## src/hw/rtl/lobm_pkg.sv

```systemverilog
// lobm_pkg: word types, status codes and controller/datapath command structs
// for the limit order book matcher. No dependencies.
package lobm_pkg;

  localparam int BOOK_DEPTH = 64;
  localparam int PRICE_W    = 24;
  localparam int QTY_W      = 32;
  localparam int ID_W       = 64;
  localparam int CNT_W      = $clog2(BOOK_DEPTH + 1);

  localparam logic [1:0] ST_ADDED    = 2'd0;
  localparam logic [1:0] ST_DROPPED  = 2'd1;
  localparam logic [1:0] ST_TRADE    = 2'd2;
  localparam logic [1:0] ST_NO_MATCH = 2'd3;

  localparam logic FUNC_ADD   = 1'b0;
  localparam logic FUNC_MATCH = 1'b1;
  localparam logic SIDE_BUY   = 1'b0;
  localparam logic SIDE_SELL  = 1'b1;

  typedef struct packed {
    logic               func;
    logic               side;
    logic [PRICE_W-1:0] price;
    logic [QTY_W-1:0]   qty;
    logic [ID_W-1:0]    order_id;
  } in_word_t;

  typedef struct packed {
    logic [1:0]         status;
    logic [QTY_W-1:0]   trade_qty;
    logic [ID_W-1:0]    buy_id;
    logic [ID_W-1:0]    sell_id;
    logic [PRICE_W-1:0] bid_px;
    logic [PRICE_W-1:0] ask_px;
    logic [PRICE_W-1:0] top_bid;
    logic [PRICE_W-1:0] top_ask;
    logic [CNT_W-1:0]   bid_count;
    logic [CNT_W-1:0]   ask_count;
  } out_word_t;

  // controller -> datapath
  typedef struct packed {
    logic load;       // capture input word
    logic add;        // append order
    logic scan_init;  // reset scan pointers
    logic scan_step;  // one scan step per side
    logic trade;      // latch trade and reduce
    logic rm_bid;     // one compaction step, bid side
    logic rm_ask;     // one compaction step, ask side
    logic no_bid;     // empty-bid match result
    logic no_ask;     // empty-ask match result
    logic no_cross;   // uncrossed result
    logic emit;       // load output register
  } cmd_t;

  // datapath -> controller
  typedef struct packed {
    logic func;
    logic side_full;
    logic bid_empty;
    logic ask_empty;
    logic scan_done;
    logic crossed;
    logic bid_rm_pend;
    logic ask_rm_pend;
  } stat_t;

endpackage

```

## src/hw/rtl/lobm_ctrl.sv

```systemverilog
// lobm_ctrl: sequencing state machine for add, scan, trade and compaction.
// Depends on lobm_pkg.
module lobm_ctrl (
  input  logic             clk,
  input  logic             rst,
  input  logic             in_valid,
  output logic             in_ready,
  output logic             out_valid,
  input  logic             out_ready,
  output lobm_pkg::cmd_t   cmd,
  input  lobm_pkg::stat_t  stat
);
  localparam logic [2:0] S_IDLE = 3'd0;
  localparam logic [2:0] S_DEC  = 3'd1;
  localparam logic [2:0] S_SCAN = 3'd2;
  localparam logic [2:0] S_TRD  = 3'd3;
  localparam logic [2:0] S_RM   = 3'd4;
  localparam logic [2:0] S_DONE = 3'd5;
  localparam logic [2:0] S_EMIT = 3'd6;

  logic [2:0] state, state_next;
  logic out_valid_next;

  // output word register frees the core; next item may start while held
  assign in_ready = (state == S_IDLE);

  always_comb begin
    cmd = '0;
    state_next = state;
    case (state)
      S_IDLE: if (in_valid) begin cmd.load = 1'b1; state_next = S_DEC; end
      S_DEC: begin
        if (stat.func == lobm_pkg::FUNC_ADD) begin
          cmd.add = 1'b1; state_next = S_DONE;
        end else if (stat.bid_empty) begin
          cmd.no_bid = 1'b1; state_next = S_DONE;
        end else if (stat.ask_empty) begin
          cmd.no_ask = 1'b1; state_next = S_DONE;
        end else begin
          cmd.scan_init = 1'b1; state_next = S_SCAN;
        end
      end
      S_SCAN: begin
        cmd.scan_step = 1'b1;
        if (stat.scan_done) state_next = S_TRD;
      end
      S_TRD: begin
        if (stat.crossed) begin cmd.trade = 1'b1; state_next = S_RM; end
        else begin cmd.no_cross = 1'b1; state_next = S_DONE; end
      end
      S_RM: begin
        cmd.rm_bid = 1'b1; cmd.rm_ask = 1'b1;
        if (!stat.bid_rm_pend && !stat.ask_rm_pend) state_next = S_DONE;
      end
      S_DONE: if (!out_valid || out_ready) begin
        cmd.emit = 1'b1; state_next = S_IDLE;
      end
      S_EMIT: state_next = S_IDLE;
      default: state_next = S_IDLE;
    endcase
  end

  always_comb begin
    out_valid_next = out_valid;
    if (out_valid && out_ready) out_valid_next = 1'b0;
    if (cmd.emit) out_valid_next = 1'b1;
  end

  always_ff @(posedge clk) begin
    if (rst) begin
      state <= S_IDLE; out_valid <= 1'b0;
    end else begin
      state <= state_next; out_valid <= out_valid_next;
    end
  end
endmodule

```

## config.mk

```make
export PLATFORM = sky130hd
export DESIGN_NAME = lobm_ctrl
export DESIGN_NICKNAME = d
export VERILOG_FILES = /design/src/hw/rtl/lobm_pkg.sv /design/src/hw/rtl/lobm_ctrl.sv
export SDC_FILE = /design/constraint.sdc
export NUM_CORES = 1
export LEC_CHECK = 0
export ABC_AREA = 1
export BUFFER_PORTS_ARGS = -buffer_cell sky130_fd_sc_hd__buf_2
export CAP_MARGIN = 10
export CORE_AREA = 5 5 42 44
export DETAILED_ROUTE_END_ITERATION = 12
export DIE_AREA = 0 0 47 49
export MAX_ROUTING_LAYER = met4
export PLACE_DENSITY_LB_ADDON = 0.1
export SYNTH_ARGS = -nofsm -noshare
export SYNTH_HDL_FRONTEND = slang
export SYNTH_SLANG_ARGS = --single-unit
```

## constraint.sdc

```tcl
create_clock -name clk -period 0.9 [get_ports clk]
set_input_delay 0.09 -clock clk [delete_from_list [all_inputs] [get_ports clk]]
set_output_delay 0.09 -clock clk [all_outputs]
set_load 0.05 [all_outputs]
```

==> results of run 1 <==
## placed cells by master (no fill, tap or decap), drive strengths merged
cell and n:
nor4 1, inv 16, nand2 11, buf 39, clkbuf 4, nor2 14, nor3 2, dfxtp 4
clkinvlp 2, o21ai 1, a21oi 3, nand3 7
## cell type report
cell class | instances | area (um^2)
Fill cell | 123 | 487
Timing Repair Buffer | 39 | 355
Sequential cell | 4 | 95.1
Multi-Input combinational cell | 39 | 335
Clock buffer | 4 | 26.3
Tap cell | 16 | 20.0
Inverter | 18 | 82.6
## how the worst max path moves through the flow
stage               startpoint      to  slack [ps]  cells after the start
finish                state[0]  cmd[2]        -430                      5
global route          state[0]  cmd[2]        -530                      5
CTS                   state[0]  cmd[2]        -440                      5
detailed placement    state[0]  cmd[2]        -260                      5
global placement      state[0]  cmd[3]        -250                      5
floorplan             state[0]  cmd[2]        -360                      4
## worst reg2reg max path, delay by kind of cell, from the launching register on
family / cells / cell delay (ps)
AOI/OAI and AO/OA: 1 / 120
buffers and inverters: 3 / 220
DFF: 1 / 370
and+or+nand+nor: 4 / 370
## flip-flops by register name, indices dropped and copies added (netlist names)
| signal | flops |
|---|---|
| out_valid | 1 |
| state | 3 |
## power by group through the flow
stage / Sequential, mW / Clock [mW] / Combinational, mW
after global placement: 0.275 / 0 / 0.861
after CTS: 0.274 / 0.252 / 1.14
after global routing: 0.280 / 0.271 / 1.34
final: 0.274 / 0.244 / 1.25
after detailed placement: 0.274 / 0 / 0.862
after floorplan: 0.255 / 0 / 0.715
## metal layers
layer / vias to the layer above / track usage
met5: - / -
met4: 0 / 0.0553
met3: 2 / 0.0258
met1: 224 / 0.145
met2: 20 / 0.165
li1: 269 / -
## logic make-up (layout without fill, tap and decap cells)
kind of cell | after synthesis | in the layout | share of synthesized area
AO/OA/AOI/OAI | 4 | 4 | 0.0567
buffers and inverters | 21 | 61 | 0.255
AND/OR/NAND/NOR | 35 | 35 | 0.461
flip-flops | 4 | 4 | 0.227
## repair_timing
| item | 4_1_cts | 5_1_grt |
|---|---|---|
| setup buffers | 5 | 5 |
| resized for setup | 36 | 17 |
| setup endpoints to repair | 17 | 16 |
| pin swaps | 10 | 7 |
| cloned | 0 | 0 |
==> flow_summary.yaml, run 1 <==
setup_path:
  timing.critical_path.to_type: "output pin"
  regToRegSetupSlack_ps: -300
  cp_buf_inv_count: 2
  reg2regPathDepth: 8
  critPathRequiredTime_ps: 810
  worst_path_dominant_cell_family: "simple AND/OR/NAND/NOR gates"
  reg2reg_to: "state[2]"
  peak_per_stage_delay_on_the_critical_path_ps: 370
  slowest_stage_cell_on_the_critical_path: "dfxtp_4"
  regToRegStartpoint: "state[1]"
  critical_path_arrival_ps: 1240
  timing_worst_setup_path_type: "reg2out"
  critical_path.startpoint_type: "register"
  crit_path_cell_trace: "inv_4 -> nor2_4 -> nand2_4 -> nor4_4 -> buf_6"
  worst-path-max-fanout: 4
detailed_routing:
  routed.top_layer: "met4"
  drt-vias-per-instance: 4.29
  initialDrtViolationCount: 9
  wirelength_mm: 1.22
  detailroute.wirelength.met2_um: 635
  postRouteAntennaNets: 0
  route.vias.total: 515
  dr.pass1.iters: 4
  routed_wire_length_per_instance_um: 10.1
  detailroute.wirelength.met3_um: 72
  met1_length_um: 491
  drc_errors: 0
hold_path:
  min-delay-start: "rst"
  hp-class: "in2reg"
  min_to: "state[0]"
  worstHoldPathCells: 2
timing:
  transition_time_at_the_pin_with_the_least_slew_margin_ps: 218
  final-max-slew-violation-count: 0
  finalHoldViolations: 0
  layout_setup_ws_ps: -431
  fin_setup_tns_ps: -5210
  timing.final.setup_violations: 16
  slew_headroom: 0.853
  rsz_0062_raised_after_global_routing: "true"
  worst_clock_skew_ps: 7.95
  fmaxAchievable_mhz: 751
  period_minus_slack_ps: 1330
  min_period_over_period: 1.48
  holdWs_ps: 49.0
global_route:
  globalRoute.totalOverflow: 0
  maximum_number_of_pins_on_one_net_before_global_route_repair: 7
  total_grt_usage: 0.114
  grt_pass1_wl_mm: 1.91
  antenna_found_initial: 0
  vias_in_the_first_global_route: 488
pwr:
  power.share.combinational: 0.707
  total_switching_power_mw: 0.831
  power_frac_clock: 0.138
  swShare: 0.470
  cellInternalPower_mw: 0.937
  cellPowerDensity_mw_per_mm2: 1930
  leakage_nw: 0.437
  power_mw: 1.77
  vdd_drop_max_uv: 893
  power_frac_seq: 0.155
yosys:
  mappedNetlistNets: 76
  synth_top_area_cell: "dfxtp_1"
  synth_edf_count: 0
  synth.most_common_cell: "inv_1"
  synthCells: 64
  netlist_top_cells_area: "dfxtp_1 23%, inv_1 18%, nor2_1 13%"
  ys_seq_area_frac: 0.227
  top_cells_by_count_synth: "17 x inv_1, 12 x nor2_1, 10 x nand2_1"
  synth.top_cell.area_share: 0.227
  syn-cell-area_um2: 353
  synth_top_flop_cell: "dfxtp_1"
  syn_avg_cell_area_um2: 5.51
  yosys_register_bits: 4
  synth.yosys.warnings: 0
  synthDistinctLibCells: 13
  async_flop_share: 0
final_layout:
  antenna_cells: 0
  area.growth.synth_to_final_pct: 159
  final_layout_size_suffix_gt1_frac: 0.779
  nNetsFinal: 117
  layout.core_utilization: 0.653
  final-instance-count-excl-fill: 120
  postLayoutCellArea_um2: 915
placement:
  portBuffers: 23
  placed_cell_area_um2: 648
  dp_hpwl_um: 865
  detailedPlace.worstSlack_ps: -257
  dpl.cell_count: 108
  routabilityCongestion: 0.696
flow_run:
  drv_cap: 0
die:
  row_count: 14
  die_height_um: 49
  floorplan.initialDensity: 0.252
  design.portCount: 25
  die_footprint_mm2: 0.00230
  floorplan.die.width_um: 47
  floorplan_core_area_mm2: 0.00140
clocking:
  tritoncts: "done"
  cts_hold_repair_buffers: 0
  cts_sinks: 4
  htreeDepth: 1
  clockRootBuffer: "clkbuf_4"
  clock_latency_ps: 240
  clkTransAtPathRegs_ps: 40
  cts_max_path_buffers: 2
  cts_made_buffers: 3
outcome:
  status: "finished with violations"
  failed_checks: "setup timing"
Power figures use the tool's default switching activity.
==> run 2, diff against run 1 <==
--- a/config.mk
+++ b/config.mk
@@ -12,7 +12,7 @@
 export DETAILED_ROUTE_END_ITERATION = 12
 export DIE_AREA = 0 0 47 49
 export MAX_ROUTING_LAYER = met4
-export PLACE_DENSITY_LB_ADDON = 0.1
+export PLACE_DENSITY = 0.59
 export SYNTH_ARGS = -nofsm -noshare
 export SYNTH_HDL_FRONTEND = slang
 export SYNTH_SLANG_ARGS = --single-unit
==> flow_summary.yaml, run 2 (synthesis gave the netlist of run 1 again) <==
setup_path:
  worst-path-max-fanout: 3
  reg2regPathDepth: 9
  critical_path.startpoint_type: "register"
  critical_path_arrival_ps: 1210
  timing_worst_setup_path_type: "reg2out"
  regToRegSetupSlack_ps: -350
  crit_path_start: "state[0]"
  timing.critical_path.to_type: "output pin"
  regToRegStartpoint: "state[0]"
  reg2reg_to: "state[0]"
  critPathRequiredTime_ps: 810
detailed_routing:
  drc_errors: 0
  wirelength_mm: 1.18
  initialDrtViolationCount: 3
  postRouteAntennaNets: 0
  routed_wire_length_per_instance_um: 9.83
  route.vias.total: 514
  drt-vias-per-instance: 4.28
  dr.pass1.iters: 2
clocking:
  clkTransAtPathRegs_ps: 40
  cts_made_buffers: 3
  htreeDepth: 1
  tritoncts: "done"
  cts_sinks: 4
  clock_latency_ps: 240
  cts_max_path_buffers: 2
  clockRootBuffer: "clkbuf_4"
final_layout:
  reg_top3: "state x3, out_valid x1"
  final_cell_mix: "16 x buf_4, 12 x inv_1, 10 x buf_2, 9 x buf_6, 7 x nor2_4"
  mostFrequentLayoutCell: "buf_4"
  final_layout_size_suffix_gt1_frac: 0.702
  registers.top_by_ff_count: "state"
  area.growth.synth_to_final_pct: 146
  antenna_cells: 0
  max_reg_flops: 3
  nNetsFinal: 117
  layout.core_utilization: 0.619
timing:
  finalHoldViolations: 0
  fin_setup_tns_ps: -4770
  timing.final.setup_violations: 16
  transition_time_at_the_pin_with_the_least_slew_margin_ps: 226
  fmaxAchievable_mhz: 767
  layout_setup_ws_ps: -404
  period_minus_slack_ps: 1300
  slew_headroom: 0.849
  final-max-slew-violation-count: 0
  worst_clock_skew_ps: 4.49
  min_period_over_period: 1.45
  holdWs_ps: 44.9
  rsz_0062_raised_after_global_routing: "true"
outcome:
  status: "finished with violations"
  failed_checks: "setup timing"
hold_path:
  hp-class: "in2reg"
  min_to: "out_valid"
  worstHoldPathCells: 2
  min-delay-start: "rst"
die:
  die_height_um: 49
  die_footprint_mm2: 0.00230
  floorplan.die.width_um: 47
  floorplan_core_area_mm2: 0.00140
  floorplan.initialDensity: 0.252
  design.portCount: 25
  row_count: 14
global_route:
  vias_in_the_first_global_route: 569
  grt_pass1_wl_mm: 2.07
  antenna_found_initial: 0
  maximum_number_of_pins_on_one_net_before_global_route_repair: 7
  globalRoute.totalOverflow: 0
  total_grt_usage: 0.127
pwr:
  power.share.combinational: 0.693
  vdd_drop_max_uv: 1060
  swShare: 0.475
  power_frac_clock: 0.146
  cellPowerDensity_mw_per_mm2: 1930
  cellInternalPower_mw: 0.879
  leakage_nw: 0.435
  power_frac_seq: 0.161
  total_switching_power_mw: 0.795
flow_run:
  drv_cap: 0
placement:
  portBuffers: 23
  dp_hpwl_um: 907
  routabilityCongestion: 0.697
## run 2: cell counts in the layout (fill, tap and decap cells not counted)
No cell type changed its count.
## run 2: worst max-delay path by stage
stage,endpoint,slack (ps),cells past startpoint
CTS,cmd[3],-430,5
floorplan,cmd[2],-360,4
finish,cmd[0],-400,6
detailed placement,cmd[3],-270,5
global placement,cmd[3],-240,5
global route,cmd[3],-480,5
## run 2: power by group through the flow
stage	registers, mW	logic (mW)	clock network (mW)
final	0.269	1.16	0.244
after global placement	0.272	0.870	0
after global routing	0.275	1.24	0.265
after detailed placement	0.275	0.880	0
after CTS	0.271	1.16	0.255
after floorplan	0.255	0.715	0
## run 2: per-layer routing
| metal | wire length [um] | global-route usage | up-vias |
|---|---|---|---|
| met5 | 0 | - | - |
| met1 | 388 | 0.108 | 219 |
| met2 | 693 | 0.238 | 19 |
| met3 | 77 | 0.0369 | 5 |
| li1 | - | - | 271 |
| met4 | 21 | 0.0553 | 0 |
## run 2: what timing repair did
item	CTS	global route
endpoints found under the hold margin	0	0
pin swaps	9	2
hold buffers	0	0
gates cloned	0	0
endpoints found under the setup margin	16	16
buffers inserted	8	0
gates resized for setup	36	4
## run 2: cell type report
type / count / area [um^2]
Clock buffer: 4 / 26.3
Fill cell: 135 / 534
Inverter: 18 / 82.6
Multi-Input combinational cell: 39 / 314
Sequential cell: 4 / 92.6
Tap cell: 16 / 20.0
Timing Repair Buffer: 39 / 332
## run 2: through the flow
stage	total power, mW	cells	instance area, um^2	setup slack, ps
after floorplan	0.971	64	494	-357
after global placement	1.14	109	656	-242
after detailed placement	1.15	109	656	-274
after CTS	1.68	121	862	-428
after global routing	1.78	120	867	-480
final	1.67	120	867	-404
## run 2: worst max-delay path: stages, from the launching register on
cell and delay (ps):
dfxtp_4 370, inv_4 40, nor2_4 110, buf_4 140, nand2_2 60, nor2_2 100
buf_6 160
==> run 3, diff against run 2 <==
--- a/config.mk
+++ b/config.mk
@@ -6,11 +6,12 @@
 export NUM_CORES = 1
 export LEC_CHECK = 0
 export ABC_AREA = 1
-export BUFFER_PORTS_ARGS = -buffer_cell sky130_fd_sc_hd__buf_2
+export BUFFER_PORTS_ARGS = -buffer_cell sky130_fd_sc_hd__buf_4
 export CAP_MARGIN = 10
 export CORE_AREA = 5 5 42 44
 export DETAILED_ROUTE_END_ITERATION = 12
 export DIE_AREA = 0 0 47 49
+export HOLD_SLACK_MARGIN = 0.12
 export MAX_ROUTING_LAYER = met4
 export PLACE_DENSITY = 0.59
 export SYNTH_ARGS = -nofsm -noshare
==> flow_summary.yaml, run 3 (synthesis gave the netlist of run 1 again) <==
detailed_routing:
  initialDrtViolationCount: 1
  dr.pass1.iters: 2
  drc_errors: 0
  routed_wire_length_per_instance_um: 9.97
  drt-vias-per-instance: 4.47
  postRouteAntennaNets: 0
  route.vias.total: 532
  wirelength_mm: 1.19
final_layout:
  antenna_cells: 0
  nNetsFinal: 116
  postLayoutCellArea_um2: 887
  final_layout_size_suffix_gt1_frac: 0.689
  max_reg_flops: 3
  mostFrequentLayoutCell: "buf_4"
  registers.top_by_ff_count: "state"
  final_cell_mix: "22 x buf_4, 12 x inv_1, 11 x buf_6, 7 x nor2_4, 6 x nand2_1"
  reg_top3: "state x3, out_valid x1"
  fill_cells: 119
  area.growth.synth_to_final_pct: 151
  layout.core_utilization: 0.633
timing:
  final-max-slew-violation-count: 0
  timing.final.setup_violations: 15
  finalHoldViolations: 0
  transition_time_at_the_pin_with_the_least_slew_margin_ps: 206
  period_minus_slack_ps: 1300
  rsz_0062_raised_after_global_routing: "true"
  min_period_over_period: 1.44
  layout_setup_ws_ps: -398
  worst_clock_skew_ps: 7.08
  slew_headroom: 0.861
  fin_setup_tns_ps: -4820
  holdWs_ps: 180
  fmaxAchievable_mhz: 771
global_route:
  vias_in_the_first_global_route: 553
  antenna_found_initial: 0
  grt_pass1_wl_mm: 2.16
  maximum_number_of_pins_on_one_net_before_global_route_repair: 7
  total_grt_usage: 0.128
  globalRoute.totalOverflow: 0
die:
  floorplan.die.width_um: 47
  design.portCount: 25
  row_count: 14
  die_height_um: 49
  floorplan.initialDensity: 0.252
  die_footprint_mm2: 0.00230
  floorplan_core_area_mm2: 0.00140
placement:
  placed_cell_area_um2: 698
  dp_hpwl_um: 938
  portBuffers: 23
  routabilityCongestion: 0.703
setup_path:
  timing_worst_setup_path_type: "reg2out"
  critical_path.startpoint_type: "register"
  reg2regPathDepth: 9
  reg2reg_to: "state[2]"
  critical_path_arrival_ps: 1210
  crit_path_start: "state[0]"
  regToRegStartpoint: "state[1]"
  critPathRequiredTime_ps: 810
  worst-path-max-fanout: 4
  setup.worst_path.end: "cmd[2]"
  timing.critical_path.to_type: "output pin"
  regToRegSetupSlack_ps: -320
pwr:
  cellPowerDensity_mw_per_mm2: 1830
  vdd_drop_max_uv: 952
  leakage_nw: 0.427
clocking:
  clockRootBuffer: "clkbuf_4"
  cts_max_path_buffers: 2
  cts_made_buffers: 3
  tritoncts: "done"
  clock_latency_ps: 240
  clkTransAtPathRegs_ps: 40
  cts_sinks: 4
  htreeDepth: 1
outcome:
  failed_checks: "setup timing"
  status: "finished with violations"
flow_run:
  drv_cap: 0
hold_path:
  hp-class: "in2reg"
-- run 3: cell count changes in the layout (fill, tap and decap cells not counted), moves of 2 or more --
| cell | delta |
|---|---|
| buf_6 | +2 |
| buf_2 | -10 |
| nand3_2 | +2 |
| buf_4 | +6 |
-- run 3: cell type report --
class	instances	area (um^2)	share of cell area
inverters	18	82.6	0.0931
clock buffers	4	26.3	0.0296
flip-flops and latches	4	95.1	0.107
repair buffers	38	359	0.405
multi-input cells	39	304	0.343
well taps	16	20.0	0.0226
-- run 3: how the worst min path moves through the flow --
stage,cells after the start,start,slack (ps),end
detailed placement,2,rst,280,state[0]
global route,4,out_ready,220,state[0]
finish,4,out_ready,180,state[0]
floorplan,1,rst,150,out_valid
CTS,4,out_ready,170,state[0]
global placement,2,rst,280,state[0]
-- run 3: where the power goes --
group          switching (mW)  internal [mW]  total (mW)  leakage, nW
sequential             0.0589          0.215       0.274       0.0356
clock                  0.0770          0.167       0.244       0.0150
combinational           0.637          0.470        1.11        0.377
total                   0.773          0.852        1.63        0.427
-- run 3: metrics by stage --
step	worst slack, ps	total power, mW	cells
6_report	-398	1.63	119
5_1_grt	-447	1.74	119
4_1_cts	-428	1.63	118
3_5_place_dp	-208	1.18	107
3_3_place_gp	-194	1.17	107
2_1_floorplan	-357	0.971	64
-- run 3: routing by layer --
metal / up-vias / wire, um / global-route usage / part of all wire
met4: 0 / 12 / 0.0369 / 0.010
li1: 265 / - / - / -
met5: - / 0 / - / 0
met2: 21 / 676 / 0.222 / 0.57
met3: 2 / 109 / 0.0590 / 0.092
met1: 244 / 388 / 0.121 / 0.33
-- run 3: repair_timing --
item / in CTS / in global routing
hold endpoints to repair: 4 / 0
hold buffers: 1 / 0
setup buffers: 6 / 1
endpoints found under the setup margin: 15 / 15
resized for setup: 23 / 5
pin swaps: 9 / 4
-- run 3: critical path, cell delays in order (launching register included) --
cell	delay, ps
dfxtp_4	370
inv_4	40
nor2_4	120
nand2_4	100
nor4_4	150
buf_6	190
